File: config.mk
export PLATFORM = sky130hd
export DESIGN_NAME = ohs_queue
export DESIGN_NICKNAME = d
export VERILOG_FILES = /design/src/ohs_queue.sv
export VERILOG_INCLUDE_DIRS = /design/src /design/src/src
export SDC_FILE = /design/constraint.sdc
export NUM_CORES = 1
export LEC_CHECK = 0
export BUFFER_PORTS_ARGS = -buffer_cell sky130_fd_sc_hd__buf_2
export CAP_MARGIN = 20
export CORE_MARGIN = 2
export CORE_UTILIZATION = 44
export CTS_BUF_LIST = sky130_fd_sc_hd__clkbuf_16
export CTS_CLUSTER_DIAMETER = 50
export DETAILED_ROUTE_END_ITERATION = 8
export HOLD_SLACK_MARGIN = 0.02
export PLACE_DENSITY = 0.72
export SYNTH_ARGS = -nofsm -noshare
export SYNTH_HDL_FRONTEND = slang
export SYNTH_SLANG_ARGS = --single-unit
File: constraint.sdc
create_clock -name clk_i -period 1.2 [get_ports clk_i]
set_input_delay 0.18 -clock clk_i [delete_from_list [all_inputs] [get_ports clk_i]]
set_output_delay 0.18 -clock clk_i [all_outputs]
set_load 0.005 [all_outputs]
File: src/open_address_hash_set_macros.svh
// Assertion helpers shared by the hash set modules.
// All of them sample on clk_i and are off while rst_ni is low.
`ifndef OPEN_ADDRESS_HASH_SET_MACROS_SVH
`define OPEN_ADDRESS_HASH_SET_MACROS_SVH

// Plain property that must hold at every edge
`define OHS_ASSERT(label, prop, msg) \
  label: assert property (@(posedge clk_i) disable iff (!rst_ni) (prop)) else $error(msg);

// Same-cycle implication
`define OHS_ASSERT_IMPL(label, ante, cons, msg) \
  label: assert property (@(posedge clk_i) disable iff (!rst_ni) (ante) |-> (cons)) \
    else $error(msg);

// Next-cycle implication
`define OHS_ASSERT_NEXT(label, ante, cons, msg) \
  label: assert property (@(posedge clk_i) disable iff (!rst_ni) (ante) |=> (cons)) \
    else $error(msg);

`endif

File: src/ohs_queue.sv
`default_nettype none
`include "open_address_hash_set_macros.svh"

module ohs_queue #(
  parameter int WIDTH = 8,
  parameter int DEPTH = 2
) (
  input  logic             clk_i,
  input  logic             rst_ni,
  input  logic             push_i,
  input  logic [WIDTH-1:0] data_i,
  output logic             full_o,
  input  logic             pop_i,
  output logic             valid_o,
  output logic [WIDTH-1:0] data_o
);

  localparam int PtrW = $clog2(DEPTH);
  localparam int CntW = $clog2(DEPTH + 1);

  logic [WIDTH-1:0] entries_q [DEPTH];
  logic [PtrW-1:0]  wr_ptr_q, rd_ptr_q;
  logic [CntW-1:0]  cnt_q;

  assign full_o  = (cnt_q == CntW'(DEPTH));
  assign valid_o = (cnt_q != '0);
  assign data_o  = entries_q[rd_ptr_q];

  // Pointers and fill level
  always_ff @(posedge clk_i or negedge rst_ni) begin
    if (!rst_ni) begin
      wr_ptr_q <= '0;
      rd_ptr_q <= '0;
      cnt_q    <= '0;
    end else begin
      if (push_i) begin
        wr_ptr_q <= (wr_ptr_q == PtrW'(DEPTH - 1)) ? '0 : wr_ptr_q + PtrW'(1);
      end
      if (pop_i) begin
        rd_ptr_q <= (rd_ptr_q == PtrW'(DEPTH - 1)) ? '0 : rd_ptr_q + PtrW'(1);
      end
      if (push_i && !pop_i) begin
        cnt_q <= cnt_q + CntW'(1);
      end else if (pop_i && !push_i) begin
        cnt_q <= cnt_q - CntW'(1);
      end
    end
  end

  // Storage
  always_ff @(posedge clk_i) begin
    if (push_i) begin
      entries_q[wr_ptr_q] <= data_i;
    end
  end

  `OHS_ASSERT_IMPL(a_no_overflow, push_i, !full_o, "queue written while full")
  `OHS_ASSERT_IMPL(a_no_underflow, pop_i, valid_o, "queue read while empty")
  `OHS_ASSERT(a_cnt_bound, cnt_q <= CntW'(DEPTH), "queue level beyond depth")
  `OHS_ASSERT_NEXT(a_cnt_step, push_i && !pop_i, cnt_q == $past(cnt_q) + 1, "level missed a push")

endmodule

`default_nettype wire

; ---- Word-level counts from Yosys, hierarchy flattened
; Memory sizes are Yosys's and may differ from the RTL's.
; Index checks and enable logic that the tools add are counted.
[totals]
mem_bits_rw = 16
inputBits = 12
wordCells = 21
reg_bits = 4
output_inout_bits = 10
n_memories = 1
[mem_list]
columns = memory, depth, word_bits, rd, rd_clocked_by_memory_dff, write_ports, line_no
row1 = entries_q, 2, 8, 1, 0, 1, ohs_queue.sv:21  ; logic [WIDTH-1:0] entries_q [DEPTH];
[classes]
n_reduce_logical = 6
muxes = 6
addsub = 4
n_eq_ne = 1
[ops]
columns = cell, count
row1 = 1-bit 2-to-1 mux, 4
row2 = 2-bit 2-to-1 mux, 2
row3 = 2-bit nonzero test, 2
row4 = 1-bit adder (second input constant), 2
row5 = 2-bit by 1-bit adder with 2-bit output (second input constant), 1
row6 = 2-bit equality test (second input constant), 1
row7 = 1-bit logical AND, 2
row8 = 1-bit logical NOT, 2
row9 = 2-bit by 1-bit subtractor with 2-bit output (second input constant), 1

; ---- Longest topological paths before layout
; Gate-level depths: netlist of run 1.
[logic_depth]
word_depth = 4
mapped_depth = 5
ltp_nobuf = 5

; ---- Least setup slack after synthesis of run 1
; No wires, ideal clock.
[synth_path]
path_kind = flip-flop to flip-flop
startpoint = register wr_ptr_q
endpoint = memory entries_q[0][0], enable pin
setup_ns = 0.373
synth_period_minus_slack_ns = 1.162
path_stages_with_launch = 2
t_arrival_ns = 0.789
path_slack_ns = 0.038
cell_sequence = dfrtp_1 > nor2b_1
[synth_rtl]
columns = element, line_no
row1 = "start, declared", ohs_queue.sv:22  ; logic [PtrW-1:0] wr_ptr_q, rd_ptr_q;
row2 = "start signal, assigned", ohs_queue.sv:37  ; wr_ptr_q <= (wr_ptr_q == PtrW'(DEPTH - 1)) ? '0 : wr_ptr_q + PtrW'(1);
row3 = "end, declared", ohs_queue.sv:21
; No word-level cell before the write port.

; ---- Final worst setup path of run 1
[layout_path]
startpoint = register rd_ptr_q
endpoint = output data_o[5]
[layout_between]
elab_chain_cells = 1
[layout_lines]
columns = element, line_no
row1 = "start, declared", ohs_queue.sv:22
row2 = "start signal, assigned", ohs_queue.sv:40  ; rd_ptr_q <= (rd_ptr_q == PtrW'(DEPTH - 1)) ? '0 : rd_ptr_q + PtrW'(1);
row3 = memory read 2 x 8 bit, --
row4 = "end, declared", ohs_queue.sv:15  ; output logic [WIDTH-1:0] data_o
; No other way between the ends.

==> results of run 1 <==
==> path summary, 6_finish.rpt <==
| kind | from | to | slack, ps | depth (start not counted) |
|---|---|---|---|---|
| worst max register to register | wr_ptr_q$_DFFE_PN0P_ | entries_q[1][2]$_DFFE_PP_ | 90 | 1 |
| max in group asynchronous | rst_ni | rd_ptr_q$_DFFE_PN0P_ | 800 | 2 |
| worst max-delay path | rd_ptr_q$_DFFE_PN0P_ | data_o[5] | -190 | 3 |
| worst min register to register | wr_ptr_q$_DFFE_PN0P_ | wr_ptr_q$_DFFE_PN0P_ | 490 | 1 |
| min in group asynchronous | rst_ni | wr_ptr_q$_DFFE_PN0P_ | 280 | 2 |
| worst min-delay path | data_i[4] | entries_q[0][4]$_DFFE_PP_ | 120 | 1 |
==> registers in the layout, indices dropped and copies added, names as in the netlist <==
register   cells
cnt_q          2
entries_q     16
wr_ptr_q       1
rd_ptr_q       1
==> repair_timing <==
item	in CTS	in global routing
pin swaps	0	1
hold buffers	1	0
setup endpoints to repair	9	9
gates cloned	0	0
resized for setup	3	3
setup buffers	5	0
hold endpoints to repair	4	0
==> power groups by stage <==
stage / Sequential (mW) / Clock, mW / Combinational [mW]
finish: 1.03 / 0.654 / 0.828
global route: 1.05 / 0.697 / 0.899
CTS: 1.02 / 0.663 / 0.775
detailed placement: 1.09 / 0 / 0.570
global placement: 1.08 / 0 / 0.560
floorplan: 1.02 / 0 / 0.401
==> per-layer routing <==
layer / track usage / up-vias / wire (um)
li1: - / 214 / -
met1: 0.135 / 210 / 496
met2: 0.222 / 11 / 664
met3: 0.0516 / 0 / 49
met4: 0.0686 / 0 / 0
met5: 0 / - / 0
==> cell families after synthesis <==
group	after synthesis	share of synthesized area
muxes	8	0.117
buffers and inverters	2	0.0194
xor gates and xnor gates	5	0.0566
and+or+nand+nor	5	0.0405
DFF	20	0.751
adders and majority gates	1	0.0162
==> final cells by class <==
class	instances	area share
inverters	1	0.00355
repair buffers	30	0.181
flip-flops and latches	20	0.550
clock inverters	1	0.00355
clock buffers	3	0.0710
well taps	17	0.0201
multi-input cells	19	0.170
==> cell usage in the layout (no fill, tap or decap), drive strengths merged <==
master / synthesis / routed
buf: 1 / 29
edfxtp: 16 / 16
mux2: 8 / 8
xor2: 4 / 4
dfrtp: 4 / 4
clkbuf: 0 / 3
or2: 1 / 1
and2b: 1 / 1
and2: 1 / 1
nor2b: 1 / 1
xnor2: 1 / 1
nor2: 1 / 1
inv: 1 / 1
ha: 1 / 1
clkinv: 0 / 1
dlygate4sd3: 0 / 1
==> results_tabular.tex, run 1 <==
\begin{tabular}{lr}
\hline
Metric & Value \\
\hline
\multicolumn{2}{l}{\textbf{Run status}} \\
Status & complete, but fails checks \\
Violated checks & negative setup slack \\
\multicolumn{2}{l}{\textbf{STA}} \\
Worst hold slack & 124 ps \\
Worst slew slack as a fraction of its limit & 0.738 \\
Final count of negative-setup-slack endpoints & 8 \\
Skew final & 5.47 ps \\
Sum of negative setup slack & -1470 ps \\
Number of max-slew violations in the final report & 0 \\
Final worst slack & -195 ps \\
Final worst path period need & 1390 ps \\
Fraction of the cycle the final worst path needs & 1.16 \\
RSZ-0062 raised after global routing & yes \\
Highest Clock Rate & 717 MHz \\
Measured slew at the worst slew-check pin & 393 ps \\
Final count of hold timing violations & 0 \\
\multicolumn{2}{l}{\textbf{Critical path}} \\
Cell at the slowest stage of the critical path & sky130\_fd\_sc\_hd\_\_dfrtp\_2 \\
WP data arrival & 1210 ps \\
Startpoint Class & flip-flop \\
Type of the worst setup path & reg2out \\
Cell family with the largest share of critical-path delay & flip-flops \\
Required time of the critical path & 1020 ps \\
Worst Path Buf+Inv & 2 \\
Slowest cell delay on critical path & 380 ps \\
Critical-path maximum fanout & 3 \\
Critical path capture point type & output port \\
Critical Path, Cell by Cell & buf\_4 -> mux2\_2 -> buf\_2 \\
\multicolumn{2}{l}{\textbf{Yosys}} \\
Count of yosys warnings during synthesis & 0 \\
Post-Synthesis Net Count & 54 \\
Gate count after technology mapping & 41 \\
Most instantiated library cell after synthesis & sky130\_fd\_sc\_hd\_\_edfxtp\_1 \\
Synth unique cells & 13 \\
Post-synth top area cell & sky130\_fd\_sc\_hd\_\_edfxtp\_1 \\
Ys flop type & sky130\_fd\_sc\_hd\_\_edfxtp\_1 \\
Synth Cell Area & 773 sq um \\
Most used standard cells in the synthesized netlist & sky130\_fd\_sc\_hd\_\_edfxtp\_1 (16), sky130\_fd\_sc\_hd\_\_mux2\_2 (8), sky130\_fd\_sc\_hd\_\_dfrtp\_1 (4), sky130\_fd\_sc\_hd\_\_xor2\_1 (4) \\
Proportion of synthesized chip area in sequential cells & 0.751 \\
Mean area per synthesized cell & 18.9 sq um \\
Synth area leaders & sky130\_fd\_sc\_hd\_\_edfxtp\_1 (62\%), sky130\_fd\_sc\_hd\_\_dfrtp\_1 (13\%), sky130\_fd\_sc\_hd\_\_mux2\_2 (12\%) \\
Synthesized flop and latch total & 20 \\
FFs w/ async S/R, synth & 0.200 \\
Number of synthesized flops with an enable pin & 16 \\
Top-area cell type share of the netlist area & 0.621 \\
\multicolumn{2}{l}{\textbf{Placement}} \\
Placement Cell Area & 911 sq um \\
Routability-driven placement congestion ratio & 0.610 \\
Worst setup slack after placement & -32.7 ps \\
Cell Count Post-Placement & 81 \\
Final HPWL from detailed placement & 786 um \\
PortBufs & 21 \\
\multicolumn{2}{l}{\textbf{Die}} \\
Die boundary width & 45.9 um \\
Top Ports & 22 \\
Effective utilization at floorplan & 0.458 \\
Die ar. & 2110 sq um \\
Core Region & 1690 sq um \\
Num rows & 15 \\
Vertical die dimension & 45.9 um \\
\multicolumn{2}{l}{\textbf{Finish}} \\
Non-Filler Cell Area, Final & 1060 sq um \\
Inserted Diodes & 0 \\
Final core area utilization & 0.626 \\
Nets@finish & 88 \\
Seq. cell area & 582 sq um \\
Post-Layout Cell Count & 91 \\
Fraction of layout cells with a size suffix above 1 & 0.581 \\
Area added between synthesis and finish & 36.7\% \\
Multi-input combinational cell area & 180 sq um \\
Fillers & 134 \\
\multicolumn{2}{l}{\textbf{Global routing}} \\
Overall fraction of global-route tracks in use & 0.130 \\
Total gr overflow & 0 \\
Initial antenna violation count & 0 \\
Via count of the first global-routing pass & 449 \\
Pin count of the biggest net entering global routing & 12 \\
Wire length of the first global-routing pass & 1.81 mm \\
\multicolumn{2}{l}{\textbf{Clock network}} \\
CTS root buffer & sky130\_fd\_sc\_hd\_\_clkbuf\_16 \\
Clk Latency, worst-skew pair & 250 ps \\
Maximum clock insertion buffer count & 2 \\
Maximum level of the CTS H-tree & 1 \\
Num CTS Buffers & 3 \\
Clock tree from TritonCTS & built \\
Clk sink count & 20 \\
Clock-pin slew on the worst setup and hold paths & 50 ps \\
\multicolumn{2}{l}{\textbf{Routing}} \\
Via density & 4.78 \\
DRC violation count after routing & 0 \\
First-pass iteration count of the detailed router & 3 \\
DRC marker count from the first detailed-route iteration & 3 \\
Total number of vias & 435 \\
Total Wirelength & 1.21 mm \\
Drt wl/cell & 13.3 um \\
Count of nets left with antenna violations after detail routing & 0 \\
\multicolumn{2}{l}{\textbf{Hold path}} \\
Class of the most critical hold timing path & in2reg \\
\multicolumn{2}{l}{\textbf{Power and ir drop}} \\
Pleak & 0.447 nW \\
Switching power of the nets & 0.606 mW \\
Switching Share & 0.241 \\
Portion of total power attributed to the clock network & 0.260 \\
Areal power density over the cells & 2380 nW/um\^{}2 \\
Cell Int Power & 1.91 mW \\
Combinational Power Share & 0.329 \\
Total power consumption of the routed design & 2.51 mW \\
Share of power burned in registers & 0.410 \\
Worst vdd rail ir drop & 0.00130 V \\
\multicolumn{2}{l}{\textbf{Flow run}} \\
Max capacitance violation total & 0 \\
\hline
\end{tabular}
Power figures use the tool's default switching activity.
==> run 2: changes to the inputs <==
--- a/config.mk
+++ b/config.mk
@@ -8,13 +8,15 @@
 export LEC_CHECK = 0
 export BUFFER_PORTS_ARGS = -buffer_cell sky130_fd_sc_hd__buf_2
 export CAP_MARGIN = 20
+export CELL_PAD_IN_SITES_DETAIL_PLACEMENT = 1
+export CELL_PAD_IN_SITES_GLOBAL_PLACEMENT = 1
 export CORE_MARGIN = 2
-export CORE_UTILIZATION = 44
+export CORE_UTILIZATION = 36
 export CTS_BUF_LIST = sky130_fd_sc_hd__clkbuf_16
 export CTS_CLUSTER_DIAMETER = 50
 export DETAILED_ROUTE_END_ITERATION = 8
 export HOLD_SLACK_MARGIN = 0.02
-export PLACE_DENSITY = 0.72
+export PLACE_DENSITY_LB_ADDON = 0.1
 export SYNTH_ARGS = -nofsm -noshare
 export SYNTH_HDL_FRONTEND = slang
 export SYNTH_SLANG_ARGS = --single-unit
==> run 2 against run 1 <==
  * The flow still finishes with violations (negative setup slack)
  * Power grew 5.8%
  * Combinational power increased by 14%
  * Largest power group unchanged
  * Maximum frequency decreased by 1.7%
  * Critical endpoint is now data_o[4]
  * Register-to-register slack improved by 110 ps
  * Global-route usage shrank 1.0 points
  * Sequential power about the same
  * Via count grew 1.4%
  * Count of clock-buffer cells in the layout did not move
  * Clock power up 3.8%
==> results_tabular.tex, run 2 (synthesized netlist as in run 1, its figures left out) <==
\begin{tabular}{lr}
\hline
Metric & Value \\
\hline
\multicolumn{2}{l}{\textbf{Critical path}} \\
Cell family with the largest share of critical-path delay & flip-flops \\
FF-to-FF setup slack & 200 ps (+110 ps) \\
Type of the worst setup path & reg2out \\
WP data arrival & 1240 ps (+30 ps) \\
Worst Setup SP & rd\_ptr\_q\$\_DFFE\_PN0P\_ \\
R2R Path Start & wr\_ptr\_q\$\_DFFE\_PN0P\_ \\
Critical-path maximum fanout & 4 (+1) \\
Cell at the slowest stage of the critical path & sky130\_fd\_sc\_hd\_\_dfrtp\_2 \\
Critical path capture point type & output port \\
Critical Path, Cell by Cell & buf\_6 -> mux2\_2 -> buf\_6 \\
End of the worst register-to-register path & entries\_q[0][7]\$\_DFFE\_PP\_ \\
Most frequent cell on the critical path & sky130\_fd\_sc\_hd\_\_buf\_6 \\
Slowest cell delay on critical path & 400 ps (+20 ps) \\
Startpoint Class & flip-flop \\
Worst Path Buf+Inv & 2 (unchanged) \\
Path depth of the worst reg2reg path & 2 (+1) \\
Required time of the critical path & 1020 ps (about the same) \\
\multicolumn{2}{l}{\textbf{Finish}} \\
Area added between synthesis and finish & 43.7\% \\
Leading cell types in the layout, fill and taps excluded & sky130\_fd\_sc\_hd\_\_edfxtp\_1 (16), sky130\_fd\_sc\_hd\_\_buf\_2 (16), sky130\_fd\_sc\_hd\_\_buf\_6 (7), sky130\_fd\_sc\_hd\_\_buf\_4 (7), sky130\_fd\_sc\_hd\_\_mux2\_2 (5) \\
Inserted Diodes & 0 (unchanged) \\
Register ranked first by flip-flop count & entries\_q \\
Nets@finish & 89 (+1.1\%) \\
Fraction of layout cells with a size suffix above 1 & 0.587 (+0.00559) \\
Multi-input combinational cell area & 191 sq um (+6.3\%) \\
Max reg flops & 16 (unchanged) \\
Non-Filler Cell Area, Final & 1110 sq um (+5.1\%) \\
Fillers & 211 (+57\%) \\
Seq. cell area & 582 sq um (unchanged) \\
Registers with the most flip-flops & entries\_q (16), cnt\_q (2) \\
\multicolumn{2}{l}{\textbf{STA}} \\
Final count of hold timing violations & 0 (unchanged) \\
Sum of negative setup slack & -1710 ps (-242 ps) \\
Measured slew at the worst slew-check pin & 115 ps (-277 ps) \\
Highest Clock Rate & 705 MHz (-1.7\%) \\
Worst slew slack as a fraction of its limit & 0.923 (+0.184) \\
Final worst path period need & 1420 ps (+24.7 ps) \\
Fraction of the cycle the final worst path needs & 1.18 (+0.0206) \\
Number of max-slew violations in the final report & 0 (unchanged) \\
RSZ-0062 raised after global routing & yes \\
Skew final & 4.33 ps (-1.14 ps) \\
Final count of negative-setup-slack endpoints & 8 (unchanged) \\
Final worst slack & -219 ps (-24.7 ps) \\
\multicolumn{2}{l}{\textbf{Global routing}} \\
Initial antenna violation count & 0 (unchanged) \\
Total gr overflow & 0 (unchanged) \\
Overall fraction of global-route tracks in use & 0.120 (-0.0101) \\
Wire length of the first global-routing pass & 2.11 mm (+16\%) \\
Pin count of the biggest net entering global routing & 12 (unchanged) \\
Via count of the first global-routing pass & 437 (-2.7\%) \\
\multicolumn{2}{l}{\textbf{Placement}} \\
Routability-driven placement congestion ratio & 0.650 (+6.5\%) \\
Placement Cell Area & 931 sq um (+2.2\%) \\
PortBufs & 21 (unchanged) \\
\multicolumn{2}{l}{\textbf{Power and ir drop}} \\
Cell Int Power & 2.00 mW (+5.0\%) \\
Worst vdd rail ir drop & 0.00100 V (-23\%) \\
Areal power density over the cells & 2390 nW/um\^{}2 (+0.69\%) \\
Switching power of the nets & 0.658 mW (+8.5\%) \\
Switching Share & 0.247 (+0.00617) \\
Portion of total power attributed to the clock network & 0.255 (-0.005) \\
Pleak & 0.473 nW (+5.7\%) \\
Combinational Power Share & 0.356 (+0.027) \\
Share of power burned in registers & 0.389 (-0.021) \\
\multicolumn{2}{l}{\textbf{Hold path}} \\
Worst hold endpoint & entries\_q[0][4]\$\_DFFE\_PP\_ \\
Number of cells traversed by the worst hold path & 1 (unchanged) \\
Class of the most critical hold timing path & in2reg \\
Start point of the worst hold path & data\_i[4] \\
\multicolumn{2}{l}{\textbf{Routing}} \\
DRC violation count after routing & 0 (unchanged) \\
Drt wl/cell & 13.0 um (-1.9\%) \\
Count of nets left with antenna violations after detail routing & 0 (unchanged) \\
Total number of vias & 441 (+1.4\%) \\
DRC marker count from the first detailed-route iteration & 1 (-2) \\
First-pass iteration count of the detailed router & 2 (-1) \\
Via density & 4.32 (-9.6\%) \\
Total Wirelength & 1.33 mm (+9.9\%) \\
\multicolumn{2}{l}{\textbf{Clock network}} \\
Num CTS Buffers & 3 (unchanged) \\
Clock-pin slew on the worst setup and hold paths & 60 ps (about the same) \\
Maximum level of the CTS H-tree & 1 (unchanged) \\
Maximum clock insertion buffer count & 2 (unchanged) \\
Clock tree from TritonCTS & built \\
CTS root buffer & sky130\_fd\_sc\_hd\_\_clkbuf\_16 \\
Clk Latency, worst-skew pair & 250 ps (about the same) \\
Clk sink count & 20 (unchanged) \\
\multicolumn{2}{l}{\textbf{Run status}} \\
Violated checks & negative setup slack \\
Status & complete, but fails checks \\
\multicolumn{2}{l}{\textbf{Die}} \\
Die ar. & 2530 sq um (+20\%) \\
Top Ports & 22 (unchanged) \\
Core Region & 2000 sq um (+19\%) \\
Vertical die dimension & 50.3 um (+9.6\%) \\
Die boundary width & 50.3 um (+9.6\%) \\
Num rows & 16 (+1) \\
Effective utilization at floorplan & 0.386 (-0.0715) \\
\multicolumn{2}{l}{\textbf{Flow run}} \\
Max capacitance violation total & 0 (unchanged) \\
\hline
\end{tabular}
-- run 2: cell count changes in the layout (fill, tap and decap cells not counted), sizes merged --
cell and change:
buf +1
-- run 2: per-layer routing --
metal	vias up	track usage	wire length [um]
li1	214	-	-
met1	213	0.133	516
met2	12	0.200	733
met3	2	0.0417	68
met4	0	0.0676	11
met5	-	0	0
-- run 2: area by class of cell --
class	instances	area share
Clock buffer	3	0.0676
Clock inverter	1	0.00338
Inverter	1	0.00338
Multi-Input combinational cell	19	0.172
Sequential cell	20	0.524
Tap cell	27	0.0304
Timing Repair Buffer	31	0.199
-- run 2: power by group through the flow --
stage               clock network, mW  logic, mW  registers, mW
finish                          0.679      0.946           1.03
global route                    0.724       1.02           1.06
CTS                             0.695      0.848           1.02
detailed placement                  0      0.594           1.08
global placement                    0      0.584           1.08
floorplan                           0      0.401           1.02
-- run 2: worst max path at each step --
stage                                      endpoint  slack, ps  cells after the start
final                                     data_o[4]       -220                      3
after global routing                      data_o[4]       -260                      3
after CTS                                 data_o[5]       -180                      3
after detailed placement                  data_o[1]        -10                      2
after global placement                    data_o[1]        -30                      2
after floorplan           entries_q[0][0]$_DFFE_PP_         40                      1
-- run 2: timing repair --
action | CTS | global route
resized for setup | 5 | 8
pin swaps | 1 | 0
hold endpoints to repair | 4 | 0
buffers inserted | 5 | 0
setup endpoints to repair | 9 | 9
hold buffers | 1 | 0
-- run 2: through the flow --
| stage | setup slack [ps] | hold slack, ps | cells | power (mW) | util |
|---|---|---|---|---|---|
| finish | -219 | 117 | 102 | 2.66 | 0.555 |
| global route | -255 | 111 | 102 | 2.80 | 0.555 |
| CTS | -183 | 114 | 102 | 2.56 | 0.536 |
| detailed placement | -13.2 | -5.16 | 92 | 1.68 | 0.465 |
| global placement | -34.3 | -4.64 | 92 | 1.67 | 0.465 |
| floorplan | 38.3 | -116 | 41 | 1.42 | - |
