**config.mk**
```make
export PLATFORM = sky130hd
export DESIGN_NAME = ohs_front
export DESIGN_NICKNAME = d
export VERILOG_FILES = /design/src/open_address_hash_set_macros.svh /design/src/ohs_pkg.sv /design/src/ohs_front.sv
export SDC_FILE = /design/constraint.sdc
export NUM_CORES = 1
export LEC_CHECK = 0
export BUFFER_PORTS_ARGS = -buffer_cell sky130_fd_sc_hd__buf_2
export CORE_ASPECT_RATIO = 0.7
export CORE_MARGIN = 2
export CORE_UTILIZATION = 60
export CTS_CLUSTER_DIAMETER = 40
export DETAILED_ROUTE_END_ITERATION = 10
export HOLD_SLACK_MARGIN = 0.05
export PLACE_DENSITY = 0.9
export SYNTH_ARGS = -nofsm -noshare
export SYNTH_HDL_FRONTEND = slang
export SYNTH_SLANG_ARGS = --single-unit
```
**constraint.sdc**
```tcl
create_clock -name clk_i -period 13.2 [get_ports clk_i]
set_input_delay 3.3 -clock clk_i [delete_from_list [all_inputs] [get_ports clk_i]]
set_output_delay 3.3 -clock clk_i [all_outputs]
set_load 0.005 [all_outputs]
```
**src/open_address_hash_set_macros.svh**
```systemverilog
// Assertion helpers shared by the hash set modules.
// All of them sample on clk_i and are off while rst_ni is low.
`ifndef OPEN_ADDRESS_HASH_SET_MACROS_SVH
`define OPEN_ADDRESS_HASH_SET_MACROS_SVH

// Plain property that must hold at every edge
`define OHS_ASSERT(label, prop, msg) \
  label: assert property (@(posedge clk_i) disable iff (!rst_ni) (prop)) else $error(msg);

// Same-cycle implication
`define OHS_ASSERT_IMPL(label, ante, cons, msg) \
  label: assert property (@(posedge clk_i) disable iff (!rst_ni) (ante) |-> (cons)) \
    else $error(msg);

// Next-cycle implication
`define OHS_ASSERT_NEXT(label, ante, cons, msg) \
  label: assert property (@(posedge clk_i) disable iff (!rst_ni) (ante) |=> (cons)) \
    else $error(msg);

`endif

```
**src/ohs_pkg.sv**
```systemverilog
`default_nettype none

package ohs_pkg;

  // Operation carried on the input tuser
  typedef enum logic {
    OP_INSERT = 1'b0,
    OP_QUERY  = 1'b1
  } op_e;

  // Key bits folded into the home-slot residue per cycle
  localparam int DIGIT_BITS = 4;

  // Entries between the hashing front and the probing back
  localparam int QUEUE_DEPTH = 2;

  // Result word: found in bit 0, table_full in bit 1, zero padded
  localparam int OUT_TDATA_W = 8;

endpackage

`default_nettype wire

```
**src/ohs_front.sv**
```systemverilog
`default_nettype none

module ohs_front #(
  parameter int PRIME_MOD   = 1021,
  parameter int TABLE_DEPTH = 1024,
  parameter int KEY_BITS    = 40,
  localparam int SlotW      = $clog2(PRIME_MOD),
  localparam int IdxW       = $clog2(TABLE_DEPTH)
) (
  input  logic                clk_i,
  input  logic                rst_ni,
  // input word
  input  logic                in_valid_i,
  output logic                in_ready_o,
  input  logic                in_op_i,
  input  logic [KEY_BITS-1:0] in_key_i,
  // back end finished its clearing pass
  input  logic                clear_done_i,
  // queue write side
  input  logic                q_full_i,
  output logic                q_push_o,
  output logic                q_op_o,
  output logic                q_bypass_o,
  output logic [KEY_BITS-1:0] q_tag_o,
  output logic [SlotW-1:0]    q_slot_o,
  output logic [IdxW-1:0]     q_idx_o
);
  import ohs_pkg::*;

  localparam int AccW       = ((SlotW > IdxW) ? SlotW : IdxW) + 1;
  localparam int NumKeyDig  = (KEY_BITS + DIGIT_BITS - 1) / DIGIT_BITS;
  localparam int KeyPadW    = NumKeyDig * DIGIT_BITS;
  localparam int NumSlotDig = (SlotW + DIGIT_BITS - 1) / DIGIT_BITS;
  localparam int SlotPadW   = NumSlotDig * DIGIT_BITS;
  localparam int MaxDig     = (NumKeyDig > NumSlotDig) ? NumKeyDig : NumSlotDig;
  localparam int CntW       = $clog2(MaxDig);
  localparam bit NeedWrap   = TABLE_DEPTH < PRIME_MOD;

  localparam logic [AccW-1:0] ModHash = AccW'(PRIME_MOD - 1);
  localparam logic [AccW-1:0] ModIdx  = AccW'(TABLE_DEPTH);

  typedef enum logic [3:0] {
    F_IDLE = 4'b0001,
    F_HASH = 4'b0010,
    F_WRAP = 4'b0100,
    F_PUSH = 4'b1000
  } front_state_e;

  // Fold one digit into a residue, msb first; acc stays below md
  function automatic logic [AccW-1:0] red_digit(input logic [AccW-1:0]       acc,
                                                input logic [DIGIT_BITS-1:0] dig,
                                                input logic [AccW-1:0]       md);
    logic [AccW-1:0] t;
    t = acc;
    for (int i = DIGIT_BITS - 1; i >= 0; i--) begin
      t = {t[AccW-2:0], dig[i]};
      if (t >= md) begin
        t = t - md;
      end
    end
    return t;
  endfunction

  front_state_e          state_q, state_d;
  logic                  op_q;
  logic                  bypass_q;
  logic [KEY_BITS-1:0]   tag_q;
  logic [KeyPadW-1:0]    key_sh_q;
  logic [SlotPadW-1:0]   slot_sh_q;
  logic [AccW-1:0]       acc_q;
  logic [CntW-1:0]       cnt_q;
  logic [SlotW-1:0]      slot_q;
  logic [IdxW-1:0]       idx_q;

  logic                  accept;
  logic                  wrap_phase;
  logic [DIGIT_BITS-1:0] digit;
  logic [AccW-1:0]       acc_next;
  logic [SlotW-1:0]      home_slot;

  // Residue step: key mod (P-1) while hashing, home slot mod depth while wrapping
  assign wrap_phase = (state_q == F_WRAP);
  assign digit      = wrap_phase ? slot_sh_q[SlotPadW-1 -: DIGIT_BITS]
                                 : key_sh_q[KeyPadW-1 -: DIGIT_BITS];
  assign acc_next   = red_digit(acc_q, digit, wrap_phase ? ModIdx : ModHash);
  assign home_slot  = acc_next[SlotW-1:0] + SlotW'(1);

  assign in_ready_o = (state_q == F_IDLE) && clear_done_i;
  assign accept     = in_valid_i && in_ready_o;
  assign q_push_o   = (state_q == F_PUSH) && !q_full_i;

  // Sequencer
  always_comb begin
    state_d = state_q;
    case (state_q)
      F_IDLE: begin
        if (accept) begin
          state_d = (in_key_i == '1) ? F_PUSH : F_HASH;
        end
      end
      F_HASH: begin
        if (cnt_q == '0) begin
          state_d = NeedWrap ? F_WRAP : F_PUSH;
        end
      end
      F_WRAP: begin
        if (cnt_q == '0) begin
          state_d = F_PUSH;
        end
      end
      F_PUSH: begin
        if (!q_full_i) begin
          state_d = F_IDLE;
        end
      end
      default: state_d = F_IDLE;
    endcase
  end

  always_ff @(posedge clk_i or negedge rst_ni) begin
    if (!rst_ni) begin
      state_q <= F_IDLE;
    end else begin
      state_q <= state_d;
    end
  end

  // Working registers
  always_ff @(posedge clk_i) begin
    case (state_q)
      F_IDLE: begin
        if (accept) begin
          op_q     <= in_op_i;
          bypass_q <= (in_key_i == '1);
          tag_q    <= in_key_i + KEY_BITS'(1);
          key_sh_q <= KeyPadW'(in_key_i);
          acc_q    <= '0;
          cnt_q    <= CntW'(NumKeyDig - 1);
          slot_q   <= '0;
          idx_q    <= '0;
        end
      end
      F_HASH: begin
        key_sh_q <= key_sh_q << DIGIT_BITS;
        if (cnt_q == '0) begin
          slot_q    <= home_slot;
          slot_sh_q <= SlotPadW'(home_slot);
          idx_q     <= IdxW'(home_slot);
          acc_q     <= '0;
          cnt_q     <= CntW'(NumSlotDig - 1);
        end else begin
          acc_q <= acc_next;
          cnt_q <= cnt_q - CntW'(1);
        end
      end
      F_WRAP: begin
        acc_q     <= acc_next;
        slot_sh_q <= slot_sh_q << DIGIT_BITS;
        cnt_q     <= cnt_q - CntW'(1);
        if (cnt_q == '0) begin
          idx_q <= acc_next[IdxW-1:0];
        end
      end
      default: ;
    endcase
  end

  assign q_op_o     = op_q;
  assign q_bypass_o = bypass_q;
  assign q_tag_o    = tag_q;
  assign q_slot_o   = slot_q;
  assign q_idx_o    = idx_q;

endmodule

`default_nettype wire

```
Word-level counts from Yosys, hierarchy flattened
Cells that the tools add are included.

Register bits: 132. Bits in latches: 0. RAM bits: 0. Bits in read-only memories: 0. Word-level logic and storage cells: 73. Memories: 0.

Add/sub/neg operators: 7. $mul: 0. Divide/modulo/power cells: 0. Magnitude comparators: 4. Equality and inequality tests: 10. Shifts and indexed selects: 0. Multiplexer cells: 26. Bitwise logic cells: 0. Reductions and logical operators: 16.

Operator list (number): $mux 10 (9); $pmux 40 s2 (1); $pmux 10 s3 (2); $ge 11x11->1 (4); $add 40x1->40 const B (1); $eq 40x40->1 const B (1); $mux 40 (1); $sub 10x10->10 (4); $mux 4 (7); $pmux 12 s2 (1); $pmux 4 s3 (2); $pmux 10 s2 (1); $mux 12 (1); $mux 11 (1); $add 10x1->10 const B (1); $reduce_and 2->1 (4); $ne 2x2->1 const B (3); $reduce_and 3->1 (2); $eq 4x1->1 const B (1); $eq 4x2->1 const B (1); $eq 4x3->1 const B (1); $eq 4x4->1 const B (1); $logic_not 4->1 (1); $ne 2x1->1 const B (2); other kinds (7) (10).

Logic depth before layout (Yosys ltp)
Gate-level depths: netlist of run 1.

Depth after elaboration: 13. Depth in mapped cells: 23. Gate-level depth less buffers: 21.

Worst setup path before layout of run 1
No wires, ideal clock.

Path type: input-to-output. Start: in clear_done_i. End: out in_ready_o. Arrival: 3.667 ns. Required time: 9.900 ns. Path slack: 6.233 ns. Stages on the path: 1. Path buffers: 0. Cells stage by stage: nor4bb_1.

Longest elaborated chain between the ends: 1.

Ends and longest elaborated chain: from (decl) (line ohs_front.sv:18) `input logic clear_done_i,`; $logic_and 1x1->1 (line ohs_front.sv:88) `assign in_ready_o = (state_q == F_IDLE) && clear_done_i;`; to (decl) (line ohs_front.sv:14) `output logic in_ready_o,`.

No other way between the ends.

Worst setup path in the final report of run 1
Same ends and word-level chain as after synthesis.

==> results of run 1 <==
-- metrics by stage --
stage / utilization, % / setup slack [ps] / instances / cell area [um2]
after floorplan: - / 6233 / 629 / 6382
after global placement: 67.05 / 6053 / 841 / 6944
after detailed placement: 67.05 / 6028 / 841 / 6944
after CTS: 70.11 / 5982 / 857 / 7261
after global routing: 70.11 / 5954 / 857 / 7261
final: 70.11 / 5961 / 857 / 7261
-- worst max path at each step --
stage,from,end,slack [ps],cells after the start
after floorplan,clear_done_i,in_ready_o,6230,1
after detailed placement,clear_done_i,in_ready_o,6030,3
after global routing,clear_done_i,in_ready_o,5950,3
after CTS,clear_done_i,in_ready_o,5980,3
final,clear_done_i,in_ready_o,5960,3
after global placement,clear_done_i,in_ready_o,6050,3
-- layout by cell type (no fill, tap or decap), types with 7 or more instances in the layout --
cell type	n
xnor2_1	45
o211ai_1	9
inv_1	13
a21oi_1	13
xor2_1	13
ha_1	7
edfxtp_1	106
clkbuf_16	9
buf_2	109
o21ai_0	13
mux2i_1	11
and2_1	11
nand3_1	24
nor2_1	44
and3_1	23
nand2_1	155
-- where the power goes --
| group | switching [mW] | total [mW] | internal (mW) | leakage, nW |
|---|---|---|---|---|
| clock | 0.119 | 0.285 | 0.166 | 0.146 |
| combinational | 0.114 | 0.180 | 0.0652 | 1.65 |
| sequential | 0.0180 | 0.435 | 0.417 | 1.02 |
-- registers in the layout (all words and copies together) (netlist names) --
name        count
key_sh_q       40
q_tag_o        40
acc_q          10
q_slot_o       10
cnt_q           4
state_q         3
q_bypass_o      1
q_op_o          1
-- cells by family (layout without fill, tap and decap cells) --
kind of cell / count (synthesis) / count (layout) / synth area share, %
compound gates: 91 / 91 / 11.19
xor+xnor: 59 / 59 / 8.214
fa+ha+maj: 7 / 7 / 1.372
buf+inv: 46 / 142 / 3.685
flops: 109 / 109 / 51.07
mux: 14 / 14 / 2.254
simple gates: 303 / 303 / 22.21
-- worst max-delay path, cell delays in order --
cell and delay (ps):
buf_2 80, nor4bb_1 370, buf_2 190
-- routing by layer --
layer  vias to the layer above  track usage [%]  wire length, um
met3                        25            6.457             1436
met5                         -                0                0
met2                       289            40.02             6733
met1                      2438            40.67             6779
li1                       2411                -                -
met4                         0            7.875              227
-- area by class of cell --
class	instances	area (um2)	area share, %
Multi-Input combinational cell	474	2895	39.88
Tap cell	132	165.2	2.275
Inverter	13	48.80	0.6721
Clock buffer	10	229.0	3.154
Sequential cell	109	3259	44.89
Clock inverter	6	87.58	1.206
Timing Repair Buffer	113	575.6	7.927
==> metrics, run 1 <==
outcome=finished, final reports clean; Hold EP=key_sh_q[37]$_DFFE_PP_; CTS clk-pin slew, worst paths=60 ps; CTS tree=yes; PD cells=123.9 nW/um2; FMAX=0.1381 GHz; total die area=11490 um2; clk root buf=clkbuf_16; Tmin final=7239 ps; vias per inst=6.025; hold path depth=2; Antenna Cells=0; critical path launch point type=primary input; Yosys reg bits=109; number of remaining DRC errors=0; HP Class=reg2reg; Synth Instances=629; Routed Antenna Nets=0; WP data arrival=3940 ps; number of global-route vias before repair=4937; Initial Utilization=61.63%; I/O pin cnt=110; Synth cell types=76; CTS HTree Levels=3; share of the synthesized area in the top cell type=49.87%; Initial DRC Count=606; Seq/Total Area, Yosys=51.07%; routability cong.=0.8458; Reg2Reg Depth=19; area grow syn2layout=13.76%; Post-synth top flop=edfxtp_1; drt first pass iters=5; layout cell share with drive strength beyond 1=21.93%; ranking of synthesized cells by area=edfxtp_1, nand2_1, xnor2_1; clk sinks=109; Num CTS Buffers=9; synthesized area per cell=10.15 um2; RR Endpoint=q_slot_o[9]$_SDFFCE_PN0P_; HPWL Detailed=11040 um; top cells by count, synth=nand2_1, edfxtp_1, xnor2_1; Avg WL per Cell=17.71 um; Fill cells=711; global-route wire length before repair=24760 um; final wirelength=15180 um; max cap viols=0; area leader, netlist=edfxtp_1; clock skew=7.258 ps; Final Slew Violations=0; Max IR drop VDD=0.08592 mV; fin nets=773; Die H=90.29 um; RSZ-0062 raised after global routing=no; Fin. Hold Viols=0; final setup violation count=0; hold path start=key_sh_q[33]$_DFFE_PP_; count leader, synth=nand2_1; initial antenna violation count=0; setup total negative slack=0 ps; ys async rst share=2.752%; buffers added on ports=109; Worst-Margin Slew=956.7 ps; Final Cycle Share=54.84%; largest fanout on the critical path=2; Critical Path RT=9900 ps; # hold bufs at CTS=0; Ys Warns=0; worst skew pair latency=350 ps; number of gates resized after cts=0; largest net degree at the start of global routing=52; WHS=514.3 ps; Power Total=899.4 uW; total number of vias=5163; Rows=31; Rel. slew slack=36.10%; GRT Residual Overflow=0; total core area=10360 um2; Max clock buf depth=2; reg2reg setup slack=7530 ps; Post-CTS Setup Repair Bufs=0; Worst setup EP type=output port; Leak=2.817 nW; die width=127.3 um; post-synthesis cell area=6382 um2; number of enable flip-flop cells after synthesis=106; reg2reg start=acc_q[1]$_SDFFCE_PN0P_; GRT Overall Usage=27.28%; syn nets=682; CP Class=in2out
(Power assumes the default switching activity.)
==> inputs of run 2 (changes only) <==
--- a/config.mk
+++ b/config.mk
@@ -5,14 +5,15 @@
 export SDC_FILE = /design/constraint.sdc
 export NUM_CORES = 1
 export LEC_CHECK = 0
+export ABC_AREA = 1
 export BUFFER_PORTS_ARGS = -buffer_cell sky130_fd_sc_hd__buf_2
 export CORE_ASPECT_RATIO = 0.7
 export CORE_MARGIN = 2
-export CORE_UTILIZATION = 60
+export CORE_UTILIZATION = 51
 export CTS_CLUSTER_DIAMETER = 40
 export DETAILED_ROUTE_END_ITERATION = 10
 export HOLD_SLACK_MARGIN = 0.05
-export PLACE_DENSITY = 0.9
+export PLACE_DENSITY = 0.81
 export SYNTH_ARGS = -nofsm -noshare
 export SYNTH_HDL_FRONTEND = slang
 export SYNTH_SLANG_ARGS = --single-unit
==> constraint.sdc (replaced) <==
create_clock -name clk_i -period 6.2 [get_ports clk_i]
set_input_delay 1.55 -clock clk_i [delete_from_list [all_inputs] [get_ports clk_i]]
set_output_delay 1.55 -clock clk_i [all_outputs]
set_load 0.005 [all_outputs]
==> run 2 against run 1 <==
Against the previous run:
- first-iteration DRC count shrank 37%
- die area grew 18%
- routed wire length shrank 11%
- clock skew shrank 1.7 ps
- largest cell class unchanged
- global-route usage shrank 7.1 points
- total power grew 110%
==> metrics, run 2 <==
share of the synthesized area in the top cell type=49.30% (-0.57 points); clock skew=5.563 ps (-1.695 ps); clk sinks=109 (unchanged); crit path to=q_tag_o[39]$_DFFE_PP_; CP max stage delay=300 ps (-70 ps); FMAX=0.2031 GHz; Worst path depth=22 (+19); global-route wire length before repair=22270 um (-10%); layout cell share with drive strength beyond 1=24.15% (+2.2 points); fin nets=868 (+12%); HPWL Detailed=10180 um (-7.8%); Initial Utilization=52.15% (-9.5 points); Placed Instance Area=7094 um2 (+2.2%); slowest CP cell=nor4_2; Initial DRC Count=383 (-37%); setup total negative slack=0 ps (unchanged); number of gates resized after cts=0 (unchanged); RR Endpoint=q_slot_o[9]$_SDFFCE_PN0P_; Antenna Cells=0 (unchanged); critical path launch point type=primary input; Design Area, Final=7407 um2 (+2.0%); vias per inst=5.088 (-16%); HP Class=reg2reg; Post-CTS Setup Repair Bufs=0 (unchanged); Rows=34 (+9.7%); largest fanout on the critical path=3 (+1); Worst setup EP type=flop; total core area=12380 um2 (+20%); reg2reg start=acc_q[2]$_SDFFCE_PN0P_; Seq/Total Area, Yosys=50.48% (-0.58 points); count leader, synth=nand2_1; adder-cell share of the synthesized area=1.357% (-0.016 points); area grow syn2layout=14.73%; CP Cell Sequence=buf_2 -> inv_1 -> nor2_1 -> nand3_1 -> nor4_2 -> nand2_1 -> nor3_2 -> nand3_1 -> nor3_2 -> nand2_1 -> nor2_1 -> nand2_1 -> nor3_2 -> nand3_1 -> nor2_1 -> nand3_1 -> nor2_1 -> inv_1 -> nor3_2 -> nand3_1 -> nor2_1 -> xor2_1; commonest non-fill, non-tap cell in the layout=nand2_1; Synth Instances=715 (+14%); routability cong.=0.8292 (-2.0%); Buf+Inv Stages, Crit Path=3 (+1); total number of vias=4996 (-3.2%); WP data arrival=5020 ps (+1080 ps); GRT Residual Overflow=0 (unchanged); synthesized area per cell=9.030 um2 (-11%); post-synthesis cell area=6456 um2 (+1.2%); Psw=513.7 uW (+100%); RSZ-0062 raised after global routing=no; proportion of synthesized area in mux cells=0% (-2.3 points); Die H=98.14 um (+8.7%); Routed Antenna Nets=0 (unchanged); CP delay by family, top=simple AND/OR/NAND/NOR gates; simple-gate share of the synthesized area=29.32% (+7.1 points); Final Slew Violations=0 (unchanged); number of global-route vias before repair=4655 (-5.7%); number of remaining DRC errors=0 (unchanged); max cap viols=0 (unchanged); final wirelength=13480 um (-11%); ys async rst share=2.752% (unchanged); Ys Warns=0 (unchanged); top cells by count, synth=nand2_1, edfxtp_1, inv_1; drt first pass iters=5 (unchanged); Max IR drop VDD=0.1610 mV (+87%); Max clock buf depth=2 (unchanged); number of enable flip-flop cells after synthesis=106 (unchanged); Clk pwr share=31.9% (+0.2 points); Reg2Reg Depth=28 (+9); Critical Path RT=6300 ps (-3600 ps); area leader, netlist=edfxtp_1; GRT Overall Usage=20.20% (-7.1 points); Leak=3.255 nW (+16%); Post-synth top flop=edfxtp_1; Fin. Hold Viols=0 (unchanged); outcome=finished, final reports clean; largest family of logic cells by synthesized area=simple AND/OR/NAND/NOR gates; largest net degree at the start of global routing=75 (+44%); I/O pin cnt=110 (unchanged); Synth cell types=40 (-47%); Sequential Power Share=48.4% (about the same); Final Cycle Share=79.40%; Yosys reg bits=109 (unchanged); Net Sw Frac=27.78% (-0.19 points); most frequent cells in the layout=nand2_1, buf_2, edfxtp_1; combinational fraction of design power=19.6% (-0.4 points); post-layout util=59.83% (-10 points); ranking of synthesized cells by area=edfxtp_1, nand2_1, inv_1; worst skew pair latency=350 ps (about the same); CTS tree=yes; CP Class=in2reg; PD cells=249.7 nW/um2 (+100%); final setup violation count=0 (unchanged); die width=138.5 um (+8.8%); Tmin final=4923 ps; clk root buf=clkbuf_16; Synth Area in Compound Gates=4.283% (-6.9 points); CTS HTree Levels=3 (unchanged); syn nets=768 (+13%); buffers added on ports=109 (unchanged); Fill cells=1069 (+50%); Worst-Margin Slew=1161 ps (+203.8 ps); initial antenna violation count=0 (unchanged); Rel. slew slack=22.63% (-13 points); total die area=13590 um2 (+18%); CTS clk-pin slew, worst paths=70 ps (about the same); Critical Path Source=in_key_i[0]; Avg WL per Cell=13.72 um (-23%); Num CTS Buffers=9 (unchanged); # hold bufs at CTS=0 (unchanged); Int Pwr=1.336 mW (+110%); reg2reg setup slack=1620 ps (-5910 ps); XOR/XNOR Fraction of Synth Area=6.492% (-1.7 points)
==> run 2: cell types whose count changed after synthesis, moves of 12 or more <==
cell     delta
and3_1     -22
inv_1      +86
nand2_1    +12
nand2_2    +31
nand3_1    +24
nor2_1     +15
o21ai_0    +26
xnor2_1    -40
xor2_1     +28
==> run 2: cell families (layout without fill, tap and decap cells) <==
kind of cell | Yosys count | in the layout
adders and majority gates | 7 | 7
buffers and inverters | 124 | 229
xor gates and xnor gates | 47 | 47
and+or+nand+nor | 375 | 375
AOI/OAI and AO/OA | 53 | 53
DFF | 109 | 109
==> run 2: how the worst min path moves through the flow <==
| stage | start | slack, ps | end | cells past startpoint |
|---|---|---|---|---|
| final | key_sh_q[35]$_DFFE_PP_ | 520 | key_sh_q[39]$_DFFE_PP_ | 2 |
| after global routing | key_sh_q[34]$_DFFE_PP_ | 540 | key_sh_q[38]$_DFFE_PP_ | 2 |
| after CTS | key_sh_q[35]$_DFFE_PP_ | 530 | key_sh_q[39]$_DFFE_PP_ | 2 |
| after detailed placement | key_sh_q[35]$_DFFE_PP_ | 510 | key_sh_q[39]$_DFFE_PP_ | 2 |
| after global placement | key_sh_q[9]$_DFFE_PP_ | 500 | key_sh_q[13]$_DFFE_PP_ | 2 |
| after floorplan | key_sh_q[9]$_DFFE_PP_ | 490 | key_sh_q[13]$_DFFE_PP_ | 2 |
==> run 2: per-layer routing <==
metal,wire [um],vias to the layer above,global-route usage (%)
met1,6400,2277,29.10
met2,5916,173,31.19
li1,-,2533,-
met5,0,-,0
met3,1035,13,5.199
met4,121,0,4.396
==> run 2: area by class of cell <==
| class | count | area, um2 | area share [%] |
|---|---|---|---|
| inverters | 101 | 380.4 | 5.135 |
| repair buffers | 112 | 568.0 | 7.669 |
| multi-input cells | 482 | 2684 | 36.23 |
| well taps | 162 | 202.7 | 2.736 |
| flip-flops and latches | 109 | 3259 | 44.00 |
| clock buffers | 13 | 270.3 | 3.649 |
| clock inverters | 3 | 42.54 | 0.5743 |
==> run 2: worst min-delay path: stages (launching register included) <==
cell and delay, ps:
edfxtp_1 320, nand2_1 50, nand2_1 50
==> run 2: power groups by stage <==
| stage | combinational (mW) | clock [mW] | sequential, mW |
|---|---|---|---|
| after detailed placement | 0.360 | 0 | 0.911 |
| after CTS | 0.362 | 0.599 | 0.896 |
| after global placement | 0.352 | 0 | 0.909 |
| after global routing | 0.408 | 0.631 | 0.900 |
| final | 0.363 | 0.591 | 0.895 |
| after floorplan | 0.259 | 0 | 0.910 |
==> run 2: metrics by stage <==
step | instances | hold slack, ps | power (mW) | setup slack, ps
global placement | 966 | 499.0 | 1.262 | 1232
finish | 982 | 522.5 | 1.849 | 1277
CTS | 982 | 526.0 | 1.857 | 1311
detailed placement | 966 | 509.1 | 1.271 | 1014
floorplan | 715 | 494.3 | 1.169 | 1776
global route | 982 | 541.7 | 1.940 | 805.3
==> inputs of run 3 (changes only) <==
==> constraint.sdc (replaced) <==
create_clock -name clk_i -period 4.5 [get_ports clk_i]
set_input_delay 1.125 -clock clk_i [delete_from_list [all_inputs] [get_ports clk_i]]
set_output_delay 1.125 -clock clk_i [all_outputs]
set_load 0.005 [all_outputs]
==> run 3 against run 2 <==
Against the previous run:
- total power up 33%
- clock power up 19%
- setup slack worse by 900 ps
- sequential power up 37%
- hold slack worse by 6.2 ps
- critical endpoint is now q_slot_o[9]$_SDFFCE_PN0P_
==> metrics, run 3 (synthesis gave the netlist of run 2 again) <==
outcome=finished, final reports clean; CTS HTree Levels=3 (unchanged); fin nets=883 (+1.7%); slowest CP cell=edfxtp_1; Placed Instance Area=7147 um2 (+0.74%); CP max stage delay=430 ps (+130 ps); Routed Antenna Nets=0 (unchanged); Final Cycle Share=91.71%; CTS clk-pin slew, worst paths=70 ps (about the same); critical path launch point type=flop; final wirelength=13380 um (-0.71%); number of global-route vias before repair=4635 (-0.43%); vias per inst=5.138 (+1.0%); area grow syn2layout=17.03%; # hold bufs at CTS=0 (unchanged); final setup violation count=0 (unchanged); GRT Overall Usage=19.85% (-0.36 points); layout cell share with drive strength beyond 1=26.71% (+2.6 points); CP Class=reg2reg; FMAX=0.2423 GHz; Final Slew Violations=0 (unchanged); clk sinks=109 (unchanged); Max IR drop VDD=0.2504 mV (+55%); CTS tree=yes; Worst setup EP type=flop; I/O pin cnt=110 (unchanged); Reg2Reg Depth=32 (+14%); die width=138.5 um (unchanged); total number of vias=5123 (+2.5%); hold path depth=2 (unchanged); drt first pass iters=5 (unchanged); Initial Utilization=52.15% (unchanged); Avg WL per Cell=13.42 um (-2.2%); largest fanout on the critical path=9 (+6); buffers added on ports=109 (unchanged); most frequent cells in the layout=nand2_1, buf_2, edfxtp_1; initial antenna violation count=0 (unchanged); largest net degree at the start of global routing=74 (-1.3%); Tmin final=4127 ps; Critical Path RT=4610 ps (-1690 ps); Antenna Cells=0 (unchanged); Rel. slew slack=56.46% (+34 points); Fin. Hold Viols=0 (unchanged); Max clock buf depth=2 (unchanged); total die area=13590 um2 (unchanged); Design Area, Final=7556 um2 (+2.0%); Die H=98.14 um (unchanged); routability cong.=0.8557 (+3.2%); GRT Residual Overflow=0 (unchanged); clock skew=8.835 ps (+3.272 ps); Fill cells=1023 (-4.3%); Rows=34 (unchanged); max cap viols=0 (unchanged); HPWL Detailed=9850 um (-3.3%); global-route wire length before repair=21710 um (-2.5%); HP Class=reg2reg; Num CTS Buffers=9 (unchanged); Power Total=2.458 mW (+33%); number of remaining DRC errors=0 (unchanged); most frequent cell on the critical path=nand2_2; clk root buf=clkbuf_16; WP data arrival=4230 ps (-790 ps); RSZ-0062 raised after global routing=yes; Worst-Margin Slew=652.4 ps (-508.2 ps); PD cells=325.3 nW/um2 (+30%); worst skew pair latency=350 ps (about the same); Initial DRC Count=408 (+6.5%); commonest non-fill, non-tap cell in the layout=nand2_1; Leak=3.327 nW (+2.2%); total core area=12380 um2 (unchanged)
[run 3: repair_timing]
item                       4_1_cts  5_1_grt
setup endpoints to repair        0       13
resized for setup                0       19
setup buffers                    0        6
[run 3: layer usage]
layer | vias up | GRT usage [%] | routed length [um]
met5 | - | 0 | 0
met1 | 2375 | 29.61 | 6395
met4 | 0 | 5.573 | 216
met3 | 21 | 5.395 | 921
met2 | 152 | 28.60 | 5847
li1 | 2575 | - | -
[run 3: power by group]
group	leakage (nW)	internal [mW]	switching [mW]
clock network	0.127	0.368	0.336
logic	2.18	0.172	0.348
registers	1.02	1.20	0.0291
[run 3: final cells by class]
cell class / instances / area, um2 / area share [%]
Clock buffer: 10 / 229.0 / 3.030
Clock inverter: 6 / 30.03 / 0.3974
Inverter: 101 / 381.6 / 5.051
Multi-Input combinational cell: 484 / 2775 / 36.73
Sequential cell: 109 / 3259 / 43.14
Tap cell: 162 / 202.7 / 2.683
Timing Repair Buffer: 125 / 678.2 / 8.975
[run 3: path summary, 6_finish.rpt]
check                                       start                         to  slack (ps)
hold reg to reg            key_sh_q[17]$_DFFE_PP_     key_sh_q[21]$_DFFE_PP_         520
hold / removal             key_sh_q[17]$_DFFE_PP_     key_sh_q[21]$_DFFE_PP_         520
min in group asynchronous                  rst_ni     state_q[3]$_DFFE_PN0P_         550
setup reg to reg           acc_q[1]$_SDFFCE_PN0P_  q_slot_o[9]$_SDFFCE_PN0P_         370
setup / recovery           acc_q[1]$_SDFFCE_PN0P_  q_slot_o[9]$_SDFFCE_PN0P_         370
max in group asynchronous                  rst_ni     state_q[0]$_DFFE_PN1P_        3750
[run 3: stage by stage]
step	TNS, ps	setup slack, ps	util [%]	hold WS (ps)	instances
floorplan	0	500.8	-	494.3	715
global placement	0	87.58	57.73	500.5	973
detailed placement	-58.44	-58.44	57.73	509.8	973
CTS	0	136.0	59.82	524.2	989
global route	-24.96	-24.96	61.04	544.5	997
finish	0	373.2	61.04	516.3	997
[run 3: worst max-delay path: cells and delay by family (launching register included)]
| family | cells | cell delay, ps |
|---|---|---|
| flip-flops | 1 | 430 |
| AND/OR/NAND/NOR | 27 | 2700 |
| adder cells (fa/ha/maj) | 1 | 200 |
| XOR/XNOR | 1 | 180 |
| buffers and inverters | 3 | 350 |
